[config.mk]
export PLATFORM = sky130hd
export DESIGN_NAME = adaptive_mode_cpu_scheduler_top
export DESIGN_NICKNAME = d
export VERILOG_FILES = /design/src/hdl/amcs_pkg.sv /design/src/hdl/adaptive_mode_cpu_scheduler_top.sv
export SDC_FILE = /design/constraint.sdc
export NUM_CORES = 2
export LEC_CHECK = 0
export BUFFER_PORTS_ARGS = -buffer_cell sky130_fd_sc_hd__buf_2
export CORE_ASPECT_RATIO = 0.75
export CORE_MARGIN = 5
export CORE_UTILIZATION = 45
export CTS_CLUSTER_SIZE = 40
export DETAILED_ROUTE_END_ITERATION = 10
export SYNTH_ARGS = -nofsm -noshare
export SYNTH_HDL_FRONTEND = slang
export SYNTH_SLANG_ARGS = --single-unit
export TNS_END_PERCENT = 100
[constraint.sdc]
create_clock -name clk -period 9.65 [get_ports clk]
set_input_delay 0.4825 -clock clk [delete_from_list [all_inputs] [get_ports clk]]
set_output_delay 0.4825 -clock clk [all_outputs]
set_load 0.1 [all_outputs]
[src/hdl/amcs_pkg.sv]
// Shared types and constants for the adaptive mode cpu scheduler.
// No dependencies; used by the top level and the checker.
package amcs_pkg;

  localparam int TABLE_DEPTH = 16;
  localparam int AW  = $clog2(TABLE_DEPTH);
  localparam int IW  = $clog2(TABLE_DEPTH + 1);
  localparam int NW  = $clog2(TABLE_DEPTH + 2);
  localparam int SW  = 16 + NW;
  localparam int QW  = 32 + NW;
  localparam int IOW = 7 + NW;
  localparam int PW  = 32 + 2 * NW;
  localparam int DW  = PW + 5;

  localparam logic [1:0] POL_FCFS = 2'd0;
  localparam logic [1:0] POL_SJF  = 2'd1;
  localparam logic [1:0] POL_RR   = 2'd2;

  localparam logic [1:0] EV_NONE     = 2'd0;
  localparam logic [1:0] EV_DISPATCH = 2'd1;
  localparam logic [1:0] EV_PREEMPT  = 2'd2;
  localparam logic [1:0] EV_ROTATE   = 2'd3;

  localparam logic OP_ENQUEUE = 1'b0;
  localparam logic OP_TICK    = 1'b1;

  localparam logic [1:0] CFG_IO_CUTOFF  = 2'd0;
  localparam logic [1:0] CFG_HOLD_TICKS = 2'd1;
  localparam logic [1:0] CFG_TIME_SLICE = 2'd2;

  localparam logic [6:0]  IO_CUTOFF_RST  = 7'd15;
  localparam logic [15:0] HOLD_TICKS_RST = 16'd250;
  localparam logic [15:0] TIME_SLICE_RST = 16'd10;

  typedef struct packed {
    logic [15:0] id;
    logic [31:0] arrival;
    logic [15:0] length;
    logic [6:0]  io;
  } job_t;

  typedef struct packed {
    logic        opcode;
    logic [15:0] job_id;
    logic [31:0] job_arrival;
    logic [15:0] job_length;
    logic [6:0]  job_io_percent;
    logic [31:0] now;
    logic        running_valid;
  } in_item_t;

  typedef struct packed {
    logic [1:0]  mode;
    logic [1:0]  event_res;
    logic        out_valid;
    logic [15:0] out_id;
    logic [31:0] out_arrival;
    logic [15:0] out_length;
    logic [6:0]  out_io_percent;
    logic        table_full;
  } out_item_t;

endpackage

[src/hdl/adaptive_mode_cpu_scheduler_top.sv]
// Adaptive mode cpu scheduler: ready table in a synchronous memory plus policy logic.
// Depends on amcs_pkg.
//
// Usage:
//  - Input beat: in_data is taken at a clock edge with start high and busy low.
//    An enqueue stores the job in the lowest free slot (or flags table_full).
//    A tick carries the running job and re-runs policy selection and dispatch.
//  - Result beat: out_data is valid for exactly one cycle while out_strobe is
//    high. There is no back-pressure; the receiver must take it then.
//  - Config: cfg_valid with cfg_ready (always high) writes register cfg_index.
//    Write only while busy is low and no result is pending.
//  - Timing: an enqueue answers in the cycle after acceptance and busy stays low.
//    A tick walks the ready table once through the single memory read port,
//    then forms the candidate mode in turn (products, difference, compare).
//    A tick with a finish, idle or rotation walks the table a second time.
//    The read port limits each walk to one table entry per cycle.
//  - Reset clears the valid bits, mode (fcfs), hold window origin, slice
//    counter and the config registers to their defaults. Memory contents are
//    not cleared; an entry is only used while its valid bit is set.
module adaptive_mode_cpu_scheduler_top (
  input  logic                clk,
  input  logic                rst_n,
  input  logic                start,
  output logic                busy,
  input  amcs_pkg::in_item_t  in_data,
  output logic                out_strobe,
  output amcs_pkg::out_item_t out_data,
  input  logic                cfg_valid,
  output logic                cfg_ready,
  input  logic [1:0]          cfg_index,
  input  logic [15:0]         cfg_data
);

  // Sequencer states.
  localparam logic [3:0] S_IDLE = 4'd0;
  localparam logic [3:0] S_SCAN = 4'd1;
  localparam logic [3:0] S_SCNX = 4'd2;
  localparam logic [3:0] S_M1   = 4'd3;
  localparam logic [3:0] S_M2   = 4'd4;
  localparam logic [3:0] S_M3   = 4'd5;
  localparam logic [3:0] S_PRE  = 4'd6;
  localparam logic [3:0] S_BR   = 4'd7;
  localparam logic [3:0] S_ACT  = 4'd8;

  localparam int D  = amcs_pkg::TABLE_DEPTH;
  localparam int AW = amcs_pkg::AW;
  localparam int IW = amcs_pkg::IW;
  localparam int NW = amcs_pkg::NW;
  localparam int SW = amcs_pkg::SW;
  localparam int QW = amcs_pkg::QW;
  localparam int IOW = amcs_pkg::IOW;
  localparam int PW = amcs_pkg::PW;
  localparam int DW = amcs_pkg::DW;

  // Ready table storage: one job record per slot.
  amcs_pkg::job_t mem [D];
  amcs_pkg::job_t rd_data_r;
  logic [AW-1:0]  rd_addr;
  logic           mem_we;
  logic [AW-1:0]  mem_wa;
  amcs_pkg::job_t mem_wd;

  // Control state.
  logic [3:0]  state_r, state_nxt;
  logic [6:0]  io_cutoff_r, io_cutoff_nxt;
  logic [15:0] hold_ticks_r, hold_ticks_nxt;
  logic [15:0] time_slice_r, time_slice_nxt;
  logic [D-1:0] valid_r, valid_nxt;
  logic [1:0]  cur_mode_r, cur_mode_nxt;
  logic [31:0] last_change_r, last_change_nxt;
  logic [15:0] slice_r, slice_nxt;
  logic        out_strobe_r, out_strobe_nxt;
  logic [AW:0] cnt_r, cnt_nxt;
  logic        pipe_v_r, pipe_v_nxt;

  // Per-tick working state.
  logic        run_r, run_nxt;
  amcs_pkg::job_t job_r, job_nxt;
  logic [31:0] now_r, now_nxt;
  logic [1:0]  event_r, event_nxt;
  logic        full_r, full_nxt;
  logic        pass_r, pass_nxt;
  logic        xstat_r, xstat_nxt;
  logic        xpick_r, xpick_nxt;
  logic        rotate_r, rotate_nxt;
  logic [AW-1:0] pipe_idx_r, pipe_idx_nxt;

  // Scan accumulators and mode arithmetic.
  logic           any_r, any_nxt;
  logic [NW-1:0]  n_r, n_nxt;
  logic [IOW-1:0] sio_r, sio_nxt;
  logic [SW-1:0]  s_r, s_nxt;
  logic [QW-1:0]  q_r, q_nxt;
  logic           lfound_r, lfound_nxt;
  logic [IW-1:0]  lidx_r, lidx_nxt;
  amcs_pkg::job_t ljob_r, ljob_nxt;
  logic           afound_r, afound_nxt;
  logic [IW-1:0]  aidx_r, aidx_nxt;
  amcs_pkg::job_t ajob_r, ajob_nxt;
  logic [PW-1:0]  nq_r, nq_nxt;
  logic [PW-1:0]  ss_r, ss_nxt;
  logic [PW-1:0]  dev_r, dev_nxt;
  logic           iorr_r, iorr_nxt;

  amcs_pkg::out_item_t out_r, out_nxt;

  // Lowest free slot.
  logic          free_found;
  logic [AW-1:0] free_idx;

  always_comb begin
    free_found = 1'b0;
    free_idx   = '0;
    for (int i = D - 1; i >= 0; i--) begin
      if (!valid_r[i]) begin
        free_found = 1'b1;
        free_idx   = AW'(i);
      end
    end
  end

  assign busy       = (state_r != S_IDLE);
  assign cfg_ready  = 1'b1;
  assign out_strobe = out_strobe_r;
  assign out_data   = out_r;
  assign rd_addr    = cnt_r[AW-1:0];

  always_ff @(posedge clk) begin
    if (mem_we) begin
      mem[mem_wa] <= mem_wd;
    end
    rd_data_r <= mem[rd_addr];
  end

  always_comb begin
    logic           emit;
    logic           p_en;
    logic           p_stat;
    logic           p_pick;
    amcs_pkg::job_t p_job;
    logic [IW-1:0]  p_idx;
    logic [1:0]     cand;
    logic           pk_found;
    logic [IW-1:0]  pk_idx;
    amcs_pkg::job_t pk_job;
    logic [DW-1:0]  dev_w;
    logic [DW-1:0]  ss_w;

    state_nxt       = state_r;
    io_cutoff_nxt   = io_cutoff_r;
    hold_ticks_nxt  = hold_ticks_r;
    time_slice_nxt  = time_slice_r;
    valid_nxt       = valid_r;
    cur_mode_nxt    = cur_mode_r;
    last_change_nxt = last_change_r;
    slice_nxt       = slice_r;
    out_strobe_nxt  = 1'b0;
    cnt_nxt         = cnt_r;
    pipe_v_nxt      = 1'b0;
    pipe_idx_nxt    = cnt_r[AW-1:0];
    run_nxt         = run_r;
    job_nxt         = job_r;
    now_nxt         = now_r;
    event_nxt       = event_r;
    full_nxt        = full_r;
    pass_nxt        = pass_r;
    xstat_nxt       = xstat_r;
    xpick_nxt       = xpick_r;
    rotate_nxt      = rotate_r;
    any_nxt         = any_r;
    n_nxt           = n_r;
    sio_nxt         = sio_r;
    s_nxt           = s_r;
    q_nxt           = q_r;
    lfound_nxt      = lfound_r;
    lidx_nxt        = lidx_r;
    ljob_nxt        = ljob_r;
    afound_nxt      = afound_r;
    aidx_nxt        = aidx_r;
    ajob_nxt        = ajob_r;
    nq_nxt          = nq_r;
    ss_nxt          = ss_r;
    dev_nxt         = dev_r;
    iorr_nxt        = iorr_r;
    out_nxt         = out_r;
    mem_we          = 1'b0;
    mem_wa          = '0;
    mem_wd          = job_r;
    emit            = 1'b0;
    p_en            = 1'b0;
    p_stat          = 1'b0;
    p_pick          = 1'b0;
    p_job           = rd_data_r;
    p_idx           = IW'(pipe_idx_r);
    cand            = amcs_pkg::POL_FCFS;
    pk_found        = 1'b0;
    pk_idx          = '0;
    pk_job          = ajob_r;
    dev_w           = DW'(dev_r);
    ss_w            = DW'(ss_r);

    if (cfg_valid && cfg_ready) begin
      unique case (cfg_index)
        amcs_pkg::CFG_IO_CUTOFF:  io_cutoff_nxt  = cfg_data[6:0];
        amcs_pkg::CFG_HOLD_TICKS: hold_ticks_nxt = cfg_data;
        amcs_pkg::CFG_TIME_SLICE: time_slice_nxt = cfg_data;
        default: ;
      endcase
    end

    unique case (state_r)
      S_IDLE: begin
        if (start) begin
          if (in_data.opcode == amcs_pkg::OP_ENQUEUE) begin
            // Store the job, answer next cycle.
            mem_wd.id      = in_data.job_id;
            mem_wd.arrival = in_data.job_arrival;
            mem_wd.length  = in_data.job_length;
            mem_wd.io      = in_data.job_io_percent;
            if (free_found) begin
              mem_we              = 1'b1;
              mem_wa              = free_idx;
              valid_nxt[free_idx] = 1'b1;
              full_nxt            = 1'b0;
            end else begin
              full_nxt = 1'b1;
            end
            run_nxt   = 1'b0;
            event_nxt = amcs_pkg::EV_NONE;
            emit      = 1'b1;
          end else begin
            job_nxt.id      = in_data.job_id;
            job_nxt.arrival = in_data.job_arrival;
            job_nxt.length  = in_data.job_length;
            job_nxt.io      = in_data.job_io_percent;
            now_nxt         = in_data.now;
            run_nxt         = in_data.running_valid;
            event_nxt       = amcs_pkg::EV_NONE;
            full_nxt        = 1'b0;
            if (in_data.running_valid && slice_r != 16'hFFFF) begin
              slice_nxt = slice_r + 16'd1;
            end
            pass_nxt  = 1'b0;
            xstat_nxt = in_data.running_valid;
            xpick_nxt = 1'b0;
            rotate_nxt = 1'b0;
            state_nxt = S_SCAN;
            cnt_nxt   = '0;
            any_nxt = 1'b0; n_nxt = '0; sio_nxt = '0; s_nxt = '0; q_nxt = '0;
            lfound_nxt = 1'b0; afound_nxt = 1'b0;
          end
        end
      end

      S_SCAN: begin
        // Issue one read per cycle, fold in the entry read last cycle.
        if (cnt_r < (AW+1)'(D)) begin
          pipe_v_nxt = 1'b1;
          cnt_nxt    = cnt_r + 1'b1;
        end else begin
          state_nxt = S_SCNX;
        end
        p_en   = pipe_v_r && valid_r[pipe_idx_r];
        p_stat = 1'b1;
        p_pick = 1'b1;
      end

      S_SCNX: begin
        // Running job joins after all slots.
        p_en      = xstat_r || xpick_r;
        p_stat    = xstat_r;
        p_pick    = xpick_r;
        p_job     = job_r;
        p_idx     = IW'(D);
        state_nxt = S_M1;
      end

      S_M1: begin
        nq_nxt = PW'(n_r) * PW'(q_r);
        ss_nxt = PW'(s_r) * PW'(s_r);
        if (n_r == '0) begin
          iorr_nxt = (io_cutoff_r == 7'd0);
        end else begin
          iorr_nxt = (sio_r >= IOW'(io_cutoff_r) * IOW'(n_r));
        end
        state_nxt = S_M2;
      end

      S_M2: begin
        dev_nxt   = nq_r - ss_r;
        state_nxt = S_M3;
      end

      S_M3: begin
        priority if (!any_r) begin
          cand = amcs_pkg::POL_FCFS;
        end else if (iorr_r) begin
          cand = amcs_pkg::POL_RR;
        end else if (n_r < NW'(2) || s_r == '0) begin
          cand = amcs_pkg::POL_FCFS;
        end else if (dev_w * DW'(25) < ss_w) begin
          cand = amcs_pkg::POL_FCFS;
        end else if ((dev_w << 2) > ss_w) begin
          cand = amcs_pkg::POL_SJF;
        end else begin
          cand = amcs_pkg::POL_RR;
        end
        // Hold window: take a change only once it has elapsed.
        if (cand != cur_mode_r &&
            {1'b0, now_r} >= ({1'b0, last_change_r} + 33'(hold_ticks_r))) begin
          cur_mode_nxt    = cand;
          last_change_nxt = now_r;
        end
        state_nxt = pass_r ? S_ACT : S_PRE;
      end

      S_PRE: begin
        // Swap in a strictly shorter eligible job.
        if (run_r && cur_mode_r == amcs_pkg::POL_SJF && job_r.length != 16'd0 &&
            lfound_r && ljob_r.length < job_r.length) begin
          mem_we    = 1'b1;
          mem_wa    = lidx_r[AW-1:0];
          mem_wd    = job_r;
          job_nxt   = ljob_r;
          event_nxt = amcs_pkg::EV_PREEMPT;
          slice_nxt = '0;
        end
        state_nxt = S_BR;
      end

      S_BR: begin
        priority if (!run_r || job_r.length == 16'd0) begin
          pass_nxt = 1'b1; xstat_nxt = 1'b0; xpick_nxt = 1'b0; rotate_nxt = 1'b0;
          state_nxt = S_SCAN;
        end else if (cur_mode_r == amcs_pkg::POL_RR && slice_r >= time_slice_r) begin
          pass_nxt = 1'b1; xstat_nxt = 1'b1; xpick_nxt = 1'b1; rotate_nxt = 1'b1;
          state_nxt = S_SCAN;
        end else begin
          emit      = 1'b1;
          state_nxt = S_IDLE;
        end
        cnt_nxt = '0;
        any_nxt = 1'b0; n_nxt = '0; sio_nxt = '0; s_nxt = '0; q_nxt = '0;
        lfound_nxt = 1'b0; afound_nxt = 1'b0;
      end

      S_ACT: begin
        if (cur_mode_r == amcs_pkg::POL_SJF) begin
          pk_found = lfound_r; pk_idx = lidx_r; pk_job = ljob_r;
        end else begin
          pk_found = afound_r; pk_idx = aidx_r; pk_job = ajob_r;
        end
        slice_nxt = '0;
        if (!rotate_r) begin
          if (pk_found) begin
            job_nxt                     = pk_job;
            valid_nxt[pk_idx[AW-1:0]]   = 1'b0;
            run_nxt                     = 1'b1;
            event_nxt                   = amcs_pkg::EV_DISPATCH;
          end else begin
            run_nxt   = 1'b0;
            event_nxt = amcs_pkg::EV_NONE;
          end
        end else begin
          priority if (pk_found && pk_idx == IW'(D)) begin
            event_nxt = amcs_pkg::EV_ROTATE;
          end else if (pk_found) begin
            mem_we    = 1'b1;
            mem_wa    = pk_idx[AW-1:0];
            mem_wd    = job_r;
            job_nxt   = pk_job;
            event_nxt = amcs_pkg::EV_ROTATE;
          end else begin
            // Nothing eligible: park the job, or drop it when full.
            if (free_found) begin
              mem_we              = 1'b1;
              mem_wa              = free_idx;
              mem_wd              = job_r;
              valid_nxt[free_idx] = 1'b1;
            end else begin
              full_nxt = 1'b1;
            end
            run_nxt   = 1'b0;
            event_nxt = amcs_pkg::EV_NONE;
          end
        end
        emit      = 1'b1;
        state_nxt = S_IDLE;
      end

      default: state_nxt = S_IDLE;
    endcase

    // Fold one entry into the sums and the two running minima.
    if (p_en) begin
      if (p_stat) begin
        any_nxt = 1'b1;
        if (p_job.arrival <= now_r) begin
          n_nxt   = n_r + 1'b1;
          sio_nxt = sio_r + IOW'(p_job.io);
          s_nxt   = s_r + SW'(p_job.length);
          q_nxt   = q_r + QW'(32'(p_job.length) * 32'(p_job.length));
        end
      end
      if (p_pick && p_job.arrival <= now_r) begin
        if (!lfound_r || p_job.length < ljob_r.length) begin
          lfound_nxt = 1'b1; lidx_nxt = p_idx; ljob_nxt = p_job;
        end
        if (!afound_r || p_job.arrival < ajob_r.arrival) begin
          afound_nxt = 1'b1; aidx_nxt = p_idx; ajob_nxt = p_job;
        end
      end
    end

    if (emit) begin
      out_strobe_nxt         = 1'b1;
      out_nxt.mode           = cur_mode_nxt;
      out_nxt.event_res      = event_nxt;
      out_nxt.out_valid      = run_nxt;
      out_nxt.out_id         = run_nxt ? job_nxt.id      : 16'd0;
      out_nxt.out_arrival    = run_nxt ? job_nxt.arrival : 32'd0;
      out_nxt.out_length     = run_nxt ? job_nxt.length  : 16'd0;
      out_nxt.out_io_percent = run_nxt ? job_nxt.io      : 7'd0;
      out_nxt.table_full     = full_nxt;
    end
  end

  // Control registers.
  always_ff @(posedge clk) begin
    if (!rst_n) begin
      state_r       <= S_IDLE;
      io_cutoff_r   <= amcs_pkg::IO_CUTOFF_RST;
      hold_ticks_r  <= amcs_pkg::HOLD_TICKS_RST;
      time_slice_r  <= amcs_pkg::TIME_SLICE_RST;
      valid_r       <= '0;
      cur_mode_r    <= amcs_pkg::POL_FCFS;
      last_change_r <= '0;
      slice_r       <= '0;
      out_strobe_r  <= 1'b0;
      cnt_r         <= '0;
      pipe_v_r      <= 1'b0;
    end else begin
      state_r       <= state_nxt;
      io_cutoff_r   <= io_cutoff_nxt;
      hold_ticks_r  <= hold_ticks_nxt;
      time_slice_r  <= time_slice_nxt;
      valid_r       <= valid_nxt;
      cur_mode_r    <= cur_mode_nxt;
      last_change_r <= last_change_nxt;
      slice_r       <= slice_nxt;
      out_strobe_r  <= out_strobe_nxt;
      cnt_r         <= cnt_nxt;
      pipe_v_r      <= pipe_v_nxt;
    end
  end

  // Payload and working registers.
  always_ff @(posedge clk) begin
    run_r      <= run_nxt;
    job_r      <= job_nxt;
    now_r      <= now_nxt;
    event_r    <= event_nxt;
    full_r     <= full_nxt;
    pass_r     <= pass_nxt;
    xstat_r    <= xstat_nxt;
    xpick_r    <= xpick_nxt;
    rotate_r   <= rotate_nxt;
    pipe_idx_r <= pipe_idx_nxt;
    any_r      <= any_nxt;
    n_r        <= n_nxt;
    sio_r      <= sio_nxt;
    s_r        <= s_nxt;
    q_r        <= q_nxt;
    lfound_r   <= lfound_nxt;
    lidx_r     <= lidx_nxt;
    ljob_r     <= ljob_nxt;
    afound_r   <= afound_nxt;
    aidx_r     <= aidx_nxt;
    ajob_r     <= ajob_nxt;
    nq_r       <= nq_nxt;
    ss_r       <= ss_nxt;
    dev_r      <= dev_nxt;
    iorr_r     <= iorr_nxt;
    out_r      <= out_nxt;
  end

endmodule

==> summary.md <==
| Metric | Value |
|---|---|
| Sinks on Clock Net | 1870 |
| RSZ-0062 raised after global routing | no |
| Post-synthesis sequential area ratio | 46.9% |
| Clock Latency Late Sink | 870 ps |
| Syn_area_per_cell | 12.1 sq um |
| Min Tclk post-route | 9140 ps |
| Die Height | 443 um |
| Clock skew | 122 ps |
| Crit Path Class | reg2reg |
| Post-route clock period utilization | 94.7% |
| R2r setup slk | 510 ps |
| Synth Cell Area | 0.112 sq mm |
| Cell Pwr Density | 352 mW/mm^2 |
| Final ANT Viol Nets | 0 |
| Hold Fails Final Rpt | 0 |
| Die Width | 587 um |
| Wire per inst | 24.7 um |
| Setup TNS | 0 ps |
| Worst Hold Class | in2reg |
| Status | finished clean |
| Initial antenna violation count | 46 |
| Placed Instance Area | 0.118 sq mm |
| Slew Limit Fails | 0 |
| Post-Synthesis Cells | 9282 |
| Initial drt markers | 7903 |
| Root Driver | clkbuf_16 |
| Power after layout | 0.0437 W |
| Slew headroom | 11.8% |
| CTS Buffer Depth | 4 |
| Post-synth EDFFs | 1526 |
| P_leak | 51.0 nW |
| Synth warnings | 0 |
| Critical path data arrival time | 9790 ps |
| GRT Util Overall | 24.6% |
| CP Launch Type | flip-flop |
| CTS Buf Count | 190 |
| Seq cells post-synth | 1870 |
| I/O Buffers | 205 |
| Hpwl dp | 223 mm |
| Die ar. | 0.260 sq mm |
| Layout filler cell count | 21500 |
| WP data required | 10310 ps |
| Largest net degree at the start of global routing | 107 |
| Share of layout cells above drive strength 1 | 11.7% |
| Top-level I/O count | 207 |
| Pin slew with the least headroom to its limit | 1310 ps |
| Primary FF master, synth | edfxtp_1 |
| First-pass GRT wire length | 485 mm |
| Worst-path fanout max | 19 |
| Final Setup Violations | 0 |
| Hold path depth | 5 |
| Avg Vias per Cell | 5.73 |
| Congestion Overflow GR | 0 |
| Vias after detailed routing | 74400 |
| Crit-path max cell delay | 720 ps |
| Syn_nets | 10900 |
| Max-cap viol count | 0 |
| Worst R2R Path Depth | 31 |
| Row cnt | 158 |
| Final Cell Area | 0.124 sq mm |
| CP endpoint kind | flip-flop |
| TritonRoute pass-1 iters | 6 |
| Synth unique cells | 100 |
| VDD IR-drop max | 2.52 mV |
| Residual DRC count | 0 |
| Area growth, synth to finish | 10.6% |
| Vias in the first global route | 74300 |
| Post-CTS Setup Inserts | 0 |
| Starting Density | 45.3% |
| Core footprint | 0.248 sq mm |
| CP max stage cell | a2111oi_0 |
| Asr flop ratio synth | 0% |
| FMAX | 109 MHz |
| CTS tree | built |
| Final WL | 321 mm |
| Clock transition at the registers of the reported paths | 60 ps |
| H-tree depth | 4 |
| Fin Hold WS | 61.5 ps |
| Nets | 11100 |
| Gpl congestion | 0.903 |
-- final cells by class --
cell class / count / area, sq um / share of cell area [%]
well taps: 3280 / 4100 / 3.30
diodes: 20 / 50.0 / 0.0403
clock buffers: 252 / 5190 / 4.18
repair buffers: 395 / 2700 / 2.17
inverters: 1278 / 4800 / 3.86
flip-flops and latches: 1870 / 52700 / 42.4
clock inverters: 90 / 906 / 0.729
multi-input cells: 5798 / 53800 / 43.3
-- cell families after synthesis --
family / share of synthesized area [%]
XOR/XNOR: 1.93
other: 0.00334
adder cells (fa/ha/maj): 20.5
buffers and inverters: 5.52
AO/OA/AOI/OAI: 7.27
AND/OR/NAND/NOR: 9.02
flip-flops: 46.9
multiplexers: 8.80
-- state kept, by name, indices dropped and copies added, names as in the netlist, 37 cells and up --
signal / cells
out_data: 77
dev_r: 42
q_r: 37
job_r: 71
ss_r: 41
nq_r: 42
rd_data_r: 71
ajob_r: 71
mem: 1136
ljob_r: 71
-- through the flow --
stage | setup slack, ps | util, % | instances
floorplan | 1040 | - | 9282
global placement | 510 | 47.4 | 12600
detailed placement | 717 | 47.4 | 12600
CTS | 647 | 50.1 | 13000
global route | 32.7 | 50.1 | 13000
finish | 512 | 50.1 | 13000
-- metal layers --
metal  vias up  part of all wire (%)  track usage (%)
li1      33000                     -                -
met1     37800                    46             37.9
met2      3217                    43             36.1
met3       448                   9.2             4.70
met4        14                   2.2             5.32
met5         -                 0.025                0
-- power by group --
group	internal, W	leakage [nW]	total, W	switching (W)
registers	0.00991	16.7	0.0104	0.000503
logic	0.0104	31.3	0.0259	0.0155
clock network	0.00424	2.98	0.00741	0.00318
-- repair_timing --
item	CTS	global route
hold endpoints to repair	71	0
resized for setup	0	1
hold buffers	48	0
endpoints found under the setup margin	0	1
-- final timing paths --
path | to | start
worst min register to register | time_slice_r[7] | time_slice_r[7]
worst max-delay path | q_r[33] | state_r[3]
worst max register to register | q_r[33] | state_r[3]
worst min-delay path | job_r[70] | in_data[103]
-- worst max-delay path: cells and delay by family, from the launching register on --
family | cells | cell delay (ps)
buf+inv | 9 | 1310
compound gates | 8 | 2420
simple gates | 6 | 1010
mux | 1 | 480
fa+ha+maj | 7 | 3320
flops | 1 | 420
-- Yosys cell counts (all sizes together), types with 7 or more instances --
master   count  share of area (%)
nand2b      47               0.26
a31oi       24               0.13
a211o       11              0.086
edfxtp    1526                 41
ha         780                8.7
xnor2      151                1.2
clkinv       9              0.030
o21a        56               0.37
clkbuf     263               0.91
and3        37               0.21
fa         666                 12
a211oi      29               0.20
nor4        23               0.13
o31ai       20               0.13
o21bai      49               0.33
nor3       120               0.53
mux2        64               0.64
nand3      132               0.59
or2         16              0.089
a2111oi     11              0.086
nor2b       63               0.35
or3         20               0.11
buf         70               0.31
a31o         7              0.055
nor3b       10              0.067
a221oi      66               0.54
nand2      986                3.3
a21boi      10              0.067
o211ai      15               0.10
mux2i      106               0.94
dfxtp      344                6.1
xor2        97               0.76
nor2       529                1.8
o21ai      311                1.4
inv       1269                4.2
nand3b      16               0.11
and4         9              0.072
nand4       69               0.39
a21o       173                1.2
mux4       360                7.2
and2       164               0.92
a21oi      473                2.1
-- cells in the final DEF, fill, tap and decap left out, types with 64 or more instances in the layout --
cell type	n
fa_1	666
xor2_1	97
xnor2_1	151
ha_1	780
o21ai_0	276
and2_1	163
inv_1	1267
a221oi_1	64
mux2i_1	106
nand3_1	130
a21o_1	170
buf_4	132
nand2_1	985
mux4_2	360
clkbuf_16	193
nor3_1	118
edfxtp_1	1526
buf_2	205
nor2_1	509
a21oi_1	470
dfxtp_1	340
nand4_1	68
(Power assumes the default switching activity.)
